<file path="config.mk">
export PLATFORM = sky130hd
export DESIGN_NAME = cusum_interlock_monitor_core
export DESIGN_NICKNAME = d
export VERILOG_FILES = /design/src/sv/cim_pkg.sv /design/src/sv/cim_regs.sv /design/src/sv/cim_score.sv /design/src/sv/cusum_interlock_monitor_core.sv
export SDC_FILE = /design/constraint.sdc
export NUM_CORES = 1
export LEC_CHECK = 0
export ABC_AREA = 1
export CORE_AREA = 2 2 295 267
export CTS_CLUSTER_DIAMETER = 100
export DETAILED_ROUTE_END_ITERATION = 12
export DIE_AREA = 0 0 297 269
export DONT_BUFFER_PORTS = 1
export GPL_TIMING_DRIVEN = 0
export SLEW_MARGIN = 20
export SYNTH_ARGS = -nofsm -noshare
export SYNTH_HDL_FRONTEND = slang
export SYNTH_SLANG_ARGS = --single-unit
</file>
<file path="constraint.sdc">
create_clock -name clk -period 21.1 [get_ports clk]
set_input_delay 2.11 -clock clk [delete_from_list [all_inputs] [get_ports clk]]
set_output_delay 2.11 -clock clk [all_outputs]
set_load 0.01 [all_outputs]
</file>
<file path="src/sv/cim_pkg.sv">
// cim_pkg: shared types, register indexes and widths for the cusum interlock monitor
// used by cim_regs, cim_score and cusum_interlock_monitor_core; depends on nothing
`default_nettype none

package cim_pkg;

  localparam int SCORE_WIDTH = 24;
  localparam int RESID_W     = 17;
  localparam int SUM_W       = ((SCORE_WIDTH > RESID_W) ? SCORE_WIDTH : RESID_W) + 1;
  localparam int CMP_W       = (SCORE_WIDTH > 24) ? SCORE_WIDTH : 24;
  localparam int ADDR_W      = 5;
  localparam int DATA_W      = 32;

  typedef logic [SCORE_WIDTH-1:0] score_t;

  typedef enum logic [1:0] {
    CAUSE_NORMAL  = 2'd0,
    CAUSE_TIMEOUT = 2'd1,
    CAUSE_SCORE   = 2'd2,
    CAUSE_IGNORED = 2'd3
  } cause_t;

  typedef enum logic [2:0] {
    REG_TIMEOUT   = 3'd0,
    REG_IDLE_EXP  = 3'd1,
    REG_CHG_EXP   = 3'd2,
    REG_DEF_EXP   = 3'd3,
    REG_DRIFT     = 3'd4,
    REG_DECAY     = 3'd5,
    REG_THRESHOLD = 3'd6,
    REG_NONE      = 3'd7
  } reg_idx_t;

  localparam logic [7:0] CODE_IDLE     = 8'd0;
  localparam logic [7:0] CODE_CHARGING = 8'd1;

  typedef struct packed {
    logic [15:0]        timeout_ms;
    logic signed [15:0] idle_expected_volts;
    logic signed [15:0] charging_expected_volts;
    logic signed [15:0] default_expected_volts;
    logic [15:0]        drift_allowance;
    logic [7:0]         decay_factor;
    logic [23:0]        trip_threshold;
  } cfg_t;

  typedef struct packed {
    logic [31:0]        sample_time;
    logic [7:0]         state_code;
    logic signed [15:0] measured_volts;
  } sample_t;

  typedef struct packed {
    score_t      anomaly_score;
    logic [31:0] previous_time;
    logic        trip_latch;
  } mon_state_t;

  typedef struct packed {
    logic        tripped;
    cause_t      cause;
    logic [23:0] score;
  } result_t;

endpackage

`default_nettype wire

</file>
<file path="src/sv/cim_regs.sv">
// cim_regs: apb-style configuration register file for the cusum interlock monitor
// depends on cim_pkg for the register indexes and the configuration struct
`default_nettype none

module cim_regs (
  input  wire logic                      clk,
  input  wire logic                      rst,
  input  wire logic                      psel,
  input  wire logic                      penable,
  input  wire logic                      pwrite,
  input  wire logic [cim_pkg::ADDR_W-1:0] paddr,
  input  wire logic [cim_pkg::DATA_W-1:0] pwdata,
  output logic [cim_pkg::DATA_W-1:0]      prdata,
  output logic                            pready,
  output cim_pkg::cfg_t                   cfg
);

  cim_pkg::reg_idx_t idx;
  logic              wr;

  assign idx    = cim_pkg::reg_idx_t'(paddr[4:2]);
  assign wr     = psel && penable && pwrite;
  assign pready = 1'b1;

  always_ff @(posedge clk) begin
    if (rst) begin
      cfg.timeout_ms              <= 16'd25;
      cfg.idle_expected_volts     <= 16'sd2304;
      cfg.charging_expected_volts <= 16'sd1536;
      cfg.default_expected_volts  <= 16'sd3072;
      cfg.drift_allowance         <= 16'd51;
      cfg.decay_factor            <= 8'd243;
      cfg.trip_threshold          <= 24'd2048;
    end else if (wr) begin
      case (idx)
        cim_pkg::REG_TIMEOUT:   cfg.timeout_ms              <= pwdata[15:0];
        cim_pkg::REG_IDLE_EXP:  cfg.idle_expected_volts     <= $signed(pwdata[15:0]);
        cim_pkg::REG_CHG_EXP:   cfg.charging_expected_volts <= $signed(pwdata[15:0]);
        cim_pkg::REG_DEF_EXP:   cfg.default_expected_volts  <= $signed(pwdata[15:0]);
        cim_pkg::REG_DRIFT:     cfg.drift_allowance         <= pwdata[15:0];
        cim_pkg::REG_DECAY:     cfg.decay_factor            <= pwdata[7:0];
        cim_pkg::REG_THRESHOLD: cfg.trip_threshold          <= pwdata[23:0];
        default: ;
      endcase
    end
  end

  always_comb begin
    case (idx)
      cim_pkg::REG_TIMEOUT:   prdata = {16'd0, cfg.timeout_ms};
      cim_pkg::REG_IDLE_EXP:  prdata = {16'd0, cfg.idle_expected_volts};
      cim_pkg::REG_CHG_EXP:   prdata = {16'd0, cfg.charging_expected_volts};
      cim_pkg::REG_DEF_EXP:   prdata = {16'd0, cfg.default_expected_volts};
      cim_pkg::REG_DRIFT:     prdata = {16'd0, cfg.drift_allowance};
      cim_pkg::REG_DECAY:     prdata = {24'd0, cfg.decay_factor};
      cim_pkg::REG_THRESHOLD: prdata = {8'd0, cfg.trip_threshold};
      default:                prdata = '0;
    endcase
  end

endmodule

`default_nettype wire

</file>
<file path="src/sv/cim_score.sv">
// cim_score: single-pass watchdog and cusum score update for one transaction
// depends on cim_pkg for the sample, state, result and configuration structs
`default_nettype none

module cim_score (
  input  wire cim_pkg::cfg_t       cfg,
  input  wire cim_pkg::sample_t    smp,
  input  wire cim_pkg::mon_state_t cur,
  output cim_pkg::mon_state_t      nxt,
  output cim_pkg::result_t         res
);

  localparam int SW = cim_pkg::SCORE_WIDTH;

  logic [31:0]                     gap;
  logic                            timed_out;
  logic signed [15:0]              expect_v;
  logic signed [16:0]              diff;
  logic [cim_pkg::RESID_W-1:0]     residual;
  logic [cim_pkg::RESID_W-1:0]     excess;
  logic                            over_drift;
  logic [cim_pkg::SUM_W-1:0]       sum;
  cim_pkg::score_t                 sat_sum;
  logic [SW+7:0]                   prod;
  cim_pkg::score_t                 new_score;
  logic [cim_pkg::CMP_W-1:0]       score_ext;
  logic [cim_pkg::CMP_W-1:0]       held_ext;
  logic                            score_trip;

  assign gap       = smp.sample_time - cur.previous_time;
  assign timed_out = (cur.previous_time != 32'd0) && (gap > {16'd0, cfg.timeout_ms});

  always_comb begin
    case (smp.state_code)
      cim_pkg::CODE_IDLE:     expect_v = cfg.idle_expected_volts;
      cim_pkg::CODE_CHARGING: expect_v = cfg.charging_expected_volts;
      default:                expect_v = cfg.default_expected_volts;
    endcase
  end

  assign diff       = 17'(smp.measured_volts) - 17'(expect_v);
  assign residual   = diff[16] ? cim_pkg::RESID_W'(-diff) : cim_pkg::RESID_W'(diff);
  assign over_drift = residual > {1'b0, cfg.drift_allowance};
  assign excess     = residual - {1'b0, cfg.drift_allowance};

  assign sum     = cim_pkg::SUM_W'(cur.anomaly_score) + cim_pkg::SUM_W'(excess);
  assign sat_sum = (sum[cim_pkg::SUM_W-1:SW] != '0) ? '1 : sum[SW-1:0];
  assign prod    = (SW+8)'(cur.anomaly_score) * (SW+8)'(cfg.decay_factor);

  assign new_score  = over_drift ? sat_sum : prod[SW+7:8];
  assign score_ext  = cim_pkg::CMP_W'(new_score);
  assign held_ext   = cim_pkg::CMP_W'(cur.anomaly_score);
  assign score_trip = score_ext > cim_pkg::CMP_W'(cfg.trip_threshold);

  always_comb begin
    nxt = cur;
    if (cur.trip_latch) begin
      res.tripped = 1'b1;
      res.cause   = cim_pkg::CAUSE_IGNORED;
      res.score   = held_ext[23:0];
    end else if (timed_out) begin
      nxt.trip_latch = 1'b1;
      res.tripped    = 1'b1;
      res.cause      = cim_pkg::CAUSE_TIMEOUT;
      res.score      = held_ext[23:0];
    end else begin
      nxt.previous_time = smp.sample_time;
      nxt.anomaly_score = new_score;
      nxt.trip_latch    = score_trip;
      res.tripped       = score_trip;
      res.cause         = score_trip ? cim_pkg::CAUSE_SCORE : cim_pkg::CAUSE_NORMAL;
      res.score         = score_ext[23:0];
    end
  end

endmodule

`default_nettype wire

</file>
<file path="src/sv/cusum_interlock_monitor_core.sv">
// cusum_interlock_monitor_core: top level of the cusum interlock monitor
// depends on cim_pkg, cim_regs and cim_score
//
// samples enter on the sample channel (sample_valid / sample_stall) with a
// timestamp in ms, a state code and a signed q8.8 voltage; one result per
// sample leaves on the result channel (result_valid / result_stall) carrying
// the trip flag, the cause and the low 24 bits of the anomaly score.
// a sample is registered at acceptance; the watchdog check and score update
// then run combinationally from that register into the result register and
// the monitor state, which load together as result_valid is raised.
// throughput is one sample per cycle unless result_stall holds a result.
// while result_stall is high the result holds, and one more sample may wait
// in the input register before sample_stall is raised.
// once tripped, results report cause 3 with the held score until reset.
// reset clears the score, stored timestamp and trip latch, empties both
// registers and loads the configuration defaults; the user must write to
// the apb port only with no transaction in flight, unchecked by the block.
`default_nettype none

module cusum_interlock_monitor_core (
  input  wire logic                       clk,
  input  wire logic                       rst,
  input  wire logic                       sample_valid,
  output logic                            sample_stall,
  input  wire logic [31:0]                sample_time,
  input  wire logic [7:0]                 state_code,
  input  wire logic signed [15:0]         measured_volts,
  output logic                            result_valid,
  input  wire logic                       result_stall,
  output logic                            tripped,
  output logic [1:0]                      cause,
  output logic [23:0]                     score,
  input  wire logic                       psel,
  input  wire logic                       penable,
  input  wire logic                       pwrite,
  input  wire logic [cim_pkg::ADDR_W-1:0] paddr,
  input  wire logic [cim_pkg::DATA_W-1:0] pwdata,
  output logic [cim_pkg::DATA_W-1:0]      prdata,
  output logic                            pready
);

  cim_pkg::cfg_t       cfg;
  cim_pkg::sample_t    smp;
  logic                smp_valid;
  cim_pkg::mon_state_t mon;
  cim_pkg::mon_state_t mon_next;
  cim_pkg::result_t    res_next;
  cim_pkg::result_t    res;
  logic                advance;
  logic                take;

  cim_regs u_regs (
    .clk     (clk),
    .rst     (rst),
    .psel    (psel),
    .penable (penable),
    .pwrite  (pwrite),
    .paddr   (paddr),
    .pwdata  (pwdata),
    .prdata  (prdata),
    .pready  (pready),
    .cfg     (cfg)
  );

  cim_score u_score (
    .cfg (cfg),
    .smp (smp),
    .cur (mon),
    .nxt (mon_next),
    .res (res_next)
  );

  assign advance      = smp_valid && (!result_valid || !result_stall);
  assign sample_stall = smp_valid && !advance;
  assign take         = sample_valid && !sample_stall;

  always_ff @(posedge clk) begin
    if (rst) begin
      smp_valid <= 1'b0;
    end else if (take) begin
      smp_valid <= 1'b1;
    end else if (advance) begin
      smp_valid <= 1'b0;
    end
  end

  always_ff @(posedge clk) begin
    if (take) begin
      smp.sample_time    <= sample_time;
      smp.state_code     <= state_code;
      smp.measured_volts <= measured_volts;
    end
  end

  always_ff @(posedge clk) begin
    if (rst) begin
      mon          <= '0;
      result_valid <= 1'b0;
    end else if (advance) begin
      mon          <= mon_next;
      result_valid <= 1'b1;
    end else if (!result_stall) begin
      result_valid <= 1'b0;
    end
  end

  always_ff @(posedge clk) begin
    if (advance) begin
      res <= res_next;
    end
  end

  assign tripped = res.tripped;
  assign cause   = res.cause;
  assign score   = res.score;

endmodule

`default_nettype wire
</file>
# ---- Word-level counts from Yosys, hierarchy flattened
# Cells that the tools add are included.
# Widths: inputs -> output; s select.
dict set report totals {
  register_bits 254
  latch_bits 0
  mem_bits_rw 0
  mem_bits_ro 0
  word_cells 76
  mem_count 0
}
dict set report op_classes {
  add_sub_neg 5
  n_mul 1
  n_div 0
  order_cmp 3
  eq_ne 8
  shift 0
  mux 14
  bitwise 2
  n_reduce_logical 24
}
# operator n
set ops {}
lappend ops {{$pmux 24 s7} 1}
lappend ops {{$mux 24} 3}
lappend ops {{$gt 32x16->1} 1}
lappend ops {{$mul 24x8->32} 1}
lappend ops {{$pmux 16 s2} 1}
lappend ops {{$reduce_bool 32->1} 1}
lappend ops {{$sub 32x32->32} 1}
lappend ops {{$mux 26} 1}
lappend ops {{$add 24x17->25} 1}
lappend ops {{$gt 24x24->1} 1}
lappend ops {{$gt 17x16->1} 1}
lappend ops {{$mux 17} 1}
lappend ops {{$neg 17->17} 1}
lappend ops {{$sub 16x16->17} 1}
lappend ops {{$sub 17x16->17} 1}
lappend ops {{$reduce_and 2->1} 7}
lappend ops {{$eq 3x3->1 const B} 3}
lappend ops {{$eq 8x1->1 const B} 1}
lappend ops {{$logic_not 8->1} 1}
lappend ops {{$eq 3x2->1 const B} 2}
lappend ops {{$logic_and 1x1->1} 6}
lappend ops {{$mux 1} 6}
lappend ops {{$logic_not 1->1} 4}
lappend ops {{$eq 3x1->1 const B} 1}
lappend ops {{8 further kinds} 9}

# ---- Depth between registers and ports, before layout
dict set report logic_depth {
  ltp_word 13
  mapped_depth 63
}

# ---- Cells and area by module
# Synthesis repeated with hierarchy kept, for this count alone.
dict set report unflattened {
  cells_unflattened 3879
  area_unflattened_um2 25409.4
}
# module instances cells_each area_each_um2 seq_area_each_um2
set modules_own_cells {}
lappend modules_own_cells {cim_score 1 2519 14762.9 0.0}
lappend modules_own_cells {cim_regs 1 891 5512.8 2242.2}
lappend modules_own_cells {cusum_interlock_monitor_core 1 469 5133.7 3673.5}

# ---- Worst setup path after synthesis
# No wires, ideal clock.
dict set report synth_timing {
  path_kind {register to register}
  from {register, netlist name smp[23]}
  to {register res, in the netlist tripped, data pin}
  t_arrival_ps 7502
  required_ps 20829
  path_slack_ps 13326
  stages_incl_launch_ff 57
  path_buffers 4
  period_less_slack_ps 7774
  path_cell_list {edfxtp_1 -> nor4_1 -> and2_1 -> clkbuf_1 -> inv_1 -> nand2_1 -> clkbuf_1 -> o21ai_0 -> a21oi_1 -> nor2_1 -> ha_1 -> inv_1 -> fa_1 -> nand3_1 -> nand2_1 -> nand2_1 -> nand2_1 -> nand3_1 -> (+21 left out) -> nand2_2 -> nand3_1 -> inv_2 -> buf_4 -> nor2_1 -> nand2_1 -> nand2_1 -> inv_1 -> ha_1 -> a21oi_1 -> nor2_1 -> a211oi_1 -> o221ai_1 -> a21oi_1 -> o21a_1 -> nor2_1 -> nand2_1 -> nand3_1}
}
dict set report synth_via {
  elab_chain_cells 10
}
# item line_no
set synth_lines {}
lappend synth_lines {{$eq 8x1->1 or $logic_not 8->1 (tied branches)} cim_score.sv:34} ;# case (smp.state_code)
lappend synth_lines {{$pmux 16 s2 *} cim_score.sv:34}
lappend synth_lines {{$sub 16x16->17 *} cim_score.sv:41} ;# assign diff = 17'(smp.measured_volts) - 17'(expect_v);
lappend synth_lines {{$neg 17->17} cim_score.sv:42} ;# assign residual = diff[16] ? cim_pkg::RESID_W'(-diff) : cim_pkg::RESID_W'(diff);
lappend synth_lines {{$mux 17 *} cim_score.sv:42}
lappend synth_lines {{$sub 17x16->17} cim_score.sv:44} ;# assign excess = residual - {1'b0, cfg.drift_allowance};
lappend synth_lines {{$add 24x17->25} cim_score.sv:46} ;# assign sum = cim_pkg::SUM_W'(cur.anomaly_score) + cim_pkg::SUM_W'(excess);
lappend synth_lines {{$mux 24} cim_score.sv:47} ;# assign sat_sum = (sum[cim_pkg::SUM_W-1:SW] != '0) ? '1 : sum[SW-1:0];
lappend synth_lines {{$mux 24 *} cim_score.sv:50} ;# assign new_score = over_drift ? sat_sum : prod[SW+7:8];
lappend synth_lines {{via u_score.new_score[9]} cim_score.sv:25} ;# cim_pkg::score_t new_score;
lappend synth_lines {{$gt 24x24->1 *} cim_score.sv:53} ;# assign score_trip = score_ext > cim_pkg::CMP_W'(cfg.trip_threshold);
lappend synth_lines {{end signal: assignment} cusum_interlock_monitor_core.sv:109} ;# res <= res_next;
lappend synth_lines {{end: declaration} cusum_interlock_monitor_core.sv:48} ;# cim_pkg::result_t res;
# The timed path passes the listed nets; every way through them passes the cells marked *.
# A chain may end at the register's enable or synchronous reset.

# ---- Worst setup path after layout
dict set report layout_timing {
  from {register, netlist name smp[23]}
  to {register res, in the netlist tripped, data pin}
}
dict set report layout_via {
  elab_chain_cells 10
}
# item line_no
set layout_lines {}
lappend layout_lines {{$eq 8x1->1 or $logic_not 8->1 (tied branches)} cim_score.sv:34}
lappend layout_lines {{$pmux 16 s2 *} cim_score.sv:34}
lappend layout_lines {{$sub 16x16->17 *} cim_score.sv:41}
lappend layout_lines {{$neg 17->17} cim_score.sv:42}
lappend layout_lines {{$mux 17 *} cim_score.sv:42}
lappend layout_lines {{$sub 17x16->17} cim_score.sv:44}
lappend layout_lines {{$add 24x17->25} cim_score.sv:46}
lappend layout_lines {{$mux 24} cim_score.sv:47}
lappend layout_lines {{$mux 24 *} cim_score.sv:50}
lappend layout_lines {{via u_score.new_score[9]} cim_score.sv:25}
lappend layout_lines {{$gt 24x24->1 *} cim_score.sv:53}
# Marks and branches as above.

==> results.sh <==
export IMPL_p_comb_share_pct=46.0
export IMPL_ys_types=53
export IMPL_synth_area_leaders="dfxtp_1 15%, nand2_1 14%, fa_1 12%"
export IMPL_synthArstFlopShare_pct=0
export IMPL_cp_data_arrival_time_ns=10.66
export IMPL_area_delta_synth_final_pct=10.59
export IMPL_syn_avg_cell_area_um2=6.943
export IMPL_grt_total_usage_pct=18.66
export IMPL_crit_start="smp[23]$_DFFE_PP_"
export IMPL_grt_max_degree=54
export IMPL_cts_resized=0
export IMPL_fin_crit_ns=10.35
export IMPL_fp_dieH_um=269
export IMPL_coreArea_um2=77190
export IMPL_htreeDepth=1
export IMPL_end_kind="flip-flop"
export IMPL_yosysTopAreaCell="dfxtp_1"
export IMPL_intPower_uw=1198
export IMPL_detail_route_antenna_nets=0
export IMPL_yosysSeqAreaShare_pct=25.87
export IMPL_clkPwrFrac_pct=25.7
export IMPL_syn_inst=3293
export IMPL_setup_violations=0
export IMPL_layout_nets=3738
export IMPL_p_per_area_nw_per_um2=83.44
export IMPL_num_rows=97
export IMPL_syn_area_um2=22860
export IMPL_crit_type="flip-flop to flip-flop"
export IMPL_clock_latency_ns=0.60
export IMPL_synth_ff_type="dfxtp_1"
export IMPL_maxSlewViolCount=0
export IMPL_io_pins=162
export IMPL_numCtsBuffers=29
export IMPL_antenna_found_initial=1
export IMPL_crit_fanout=10
export IMPL_synth_edf_count=83
export IMPL_hold_depth=2
export IMPL_clockRootBuffer="clkbuf_16"
export IMPL_ir_drop_mv=0.07298
export IMPL_initial_utilization_pct=29.62
export IMPL_max_freq_ghz=0.09667
export IMPL_slew_headroom_pct=36.00
export IMPL_most_common_layout_cells="866 x nand2_1, 557 x inv_1, 342 x nor2_1"
export IMPL_dpl_hpwl_um=62040
export IMPL_grt_pass1_wl_um=116600
export IMPL_io_buffer_count=0
export IMPL_worst_slew_pin_transition_ns=0.9600
export IMPL_fin_crit_sh_pct=49.03
export IMPL_cts_hold_buf=0
export IMPL_crit_top_cell="nand2_1"
export IMPL_die_area_um2=79890
export IMPL_status="finished clean"
export IMPL_die_w_um=297
export IMPL_finClkSkew_ns=0.01171
export IMPL_hp_start="u_regs.cfg[62]$_SDFFE_PP0P_"
export IMPL_place_ws_ns=10.93
export IMPL_final_common_cell="nand2_1"
export IMPL_drt_iter0_markers=1394
export IMPL_switching_power_uw=911.5
export IMPL_grt_setup_unrepaired="no"
export IMPL_timing_final_ws_setup_ns=10.76
export IMPL_overflow=0
export IMPL_slowest_delay_ns=0.45
export IMPL_drt_wirelength_per_cell_um=17.37
export IMPL_design_area_um2=25290
export IMPL_placed_area_um2=24260
export IMPL_p_leak_uw=0.01248
export IMPL_vias=21132
export IMPL_cap_violations=0
export IMPL_r2r_start="smp[23]$_DFFE_PP_"
export IMPL_cp_slowest_cell="fa_1"
export IMPL_reg2reg_depth=54
export IMPL_hp_class="flip-flop to flip-flop"
export IMPL_drc_errors=0
export IMPL_viasPerCell=4.808
export IMPL_cts_buffer_depth=3
export IMPL_layout_drive_gt1_share_pct=3.665
export IMPL_gp_congestion=0.9785
export IMPL_startpoint_type="flip-flop"
export IMPL_power_frac_seq_pct=28.3
export IMPL_wl_um=76330
export IMPL_yosysTopAreaCellShare_pct=14.97
export IMPL_clock_sinks=254
export IMPL_yosysWarnings=0
export IMPL_finalHoldViolCount=0
export IMPL_place_inst=4341
export IMPL_synth_seq_cells=254
export IMPL_tns_ns=0
export IMPL_n_antenna_cell=0
export IMPL_post_cts_buffers=0
export IMPL_grt_pass1_vias=20434
export IMPL_cts_tree="yes"
export IMPL_switching_share_pct=43.20
export IMPL_required_ns=21.41
export IMPL_final_cells=4395
export IMPL_first_pass_iters=5
export IMPL_path_clk_slew_ns=0.06
area by class of cell:
class / count / area [um^2]
Tap cell: 1039 / 1300
Fill cell: 8512 / 51900
Multi-Input combinational cell: 2338 / 14230
Clock buffer: 36 / 792.0
Timing Repair Buffer: 2 / 55.05
Clock inverter: 18 / 230.2
Sequential cell: 254 / 5916
Inverter: 586 / 2205
Buffer: 122 / 558.0
state kept, by name, indices dropped and copies added (netlist names):
signal / count
cause: 2
mon: 57
score: 24
tripped: 1
result_valid: 1
u_regs.cfg: 112
smp: 56
smp_valid: 1
critical path, delay by kind of cell (launching register included):
kind | cells | cell delay, ns
compound gates | 9 | 1.89
flops | 1 | 0.36
xor+xnor | 2 | 0.32
simple gates | 27 | 3.72
buf+inv | 11 | 2.14
fa+ha+maj | 5 | 1.64
power by group through the flow:
stage,logic [uW],registers (uW),clock network [uW]
floorplan,686,596,0
global placement,953,609,0
detailed placement,958,608,0
CTS,966,598,553
global route,1090,603,572
finish,971,597,542
layer usage:
metal | global-route usage [%] | vias up | part of all wire [%] | wire length (um)
li1 | - | 10495 | - | -
met4 | 8.217 | 2 | 4.7 | 3606
met2 | 32.50 | 628 | 47 | 35560
met1 | 22.94 | 9850 | 42 | 32260
met5 | 0 | - | 0.010 | 8
met3 | 2.804 | 157 | 6.4 | 4887
synthesized netlist by cell type (8+ instances only):
master,count
a221oi_1,14
buf_2,8
inv_1,558
inv_2,23
fa_1,135
o21ai_1,32
nor3_1,30
nand3b_1,13
o21bai_1,15
dfxtp_1,171
buf_4,12
nor2_1,342
nor4_1,11
o2111ai_1,10
a21oi_1,216
o211ai_1,19
xor2_1,53
ha_1,170
nand2_1,866
o21ai_0,171
nand4_1,31
edfxtp_1,83
o22ai_1,10
a31oi_1,10
xnor2_1,22
clkbuf_1,93
nand3_1,109
cell families (layout without fill, tap and decap cells):
| family | after synthesis | count (layout) | share of synthesized area [%] |
|---|---|---|---|
| buf+inv | 708 | 764 | 12.07 |
| simple gates | 1424 | 1424 | 25.30 |
| flops | 254 | 254 | 25.87 |
| other cells | 2 | 9 | 0.03285 |
| compound gates | 525 | 525 | 12.73 |
| xor+xnor | 75 | 75 | 2.873 |
| fa+ha+maj | 305 | 305 | 21.12 |
per-stage QoR:
stage                     power (uW)  utilization, %  hold WS (ns)
after floorplan                 1282               -        0.4441
after global placement          1562           31.34        0.4630
after detailed placement        1566           31.43        0.4700
after CTS                       2117           32.75        0.4782
after global routing            2266           32.76        0.4953
final                           2110           32.76        0.4790
worst paths after layout:
path | endpoint | slack, ns
min | u_regs.cfg[62]$_SDFFE_PP0P_ | 0.48
max | tripped$_SDFFCE_PP1P_ | 10.76
max reg2reg | tripped$_SDFFCE_PP1P_ | 10.76
min reg2reg | u_regs.cfg[62]$_SDFFE_PP0P_ | 0.48
Power figures use the tool's default switching activity.
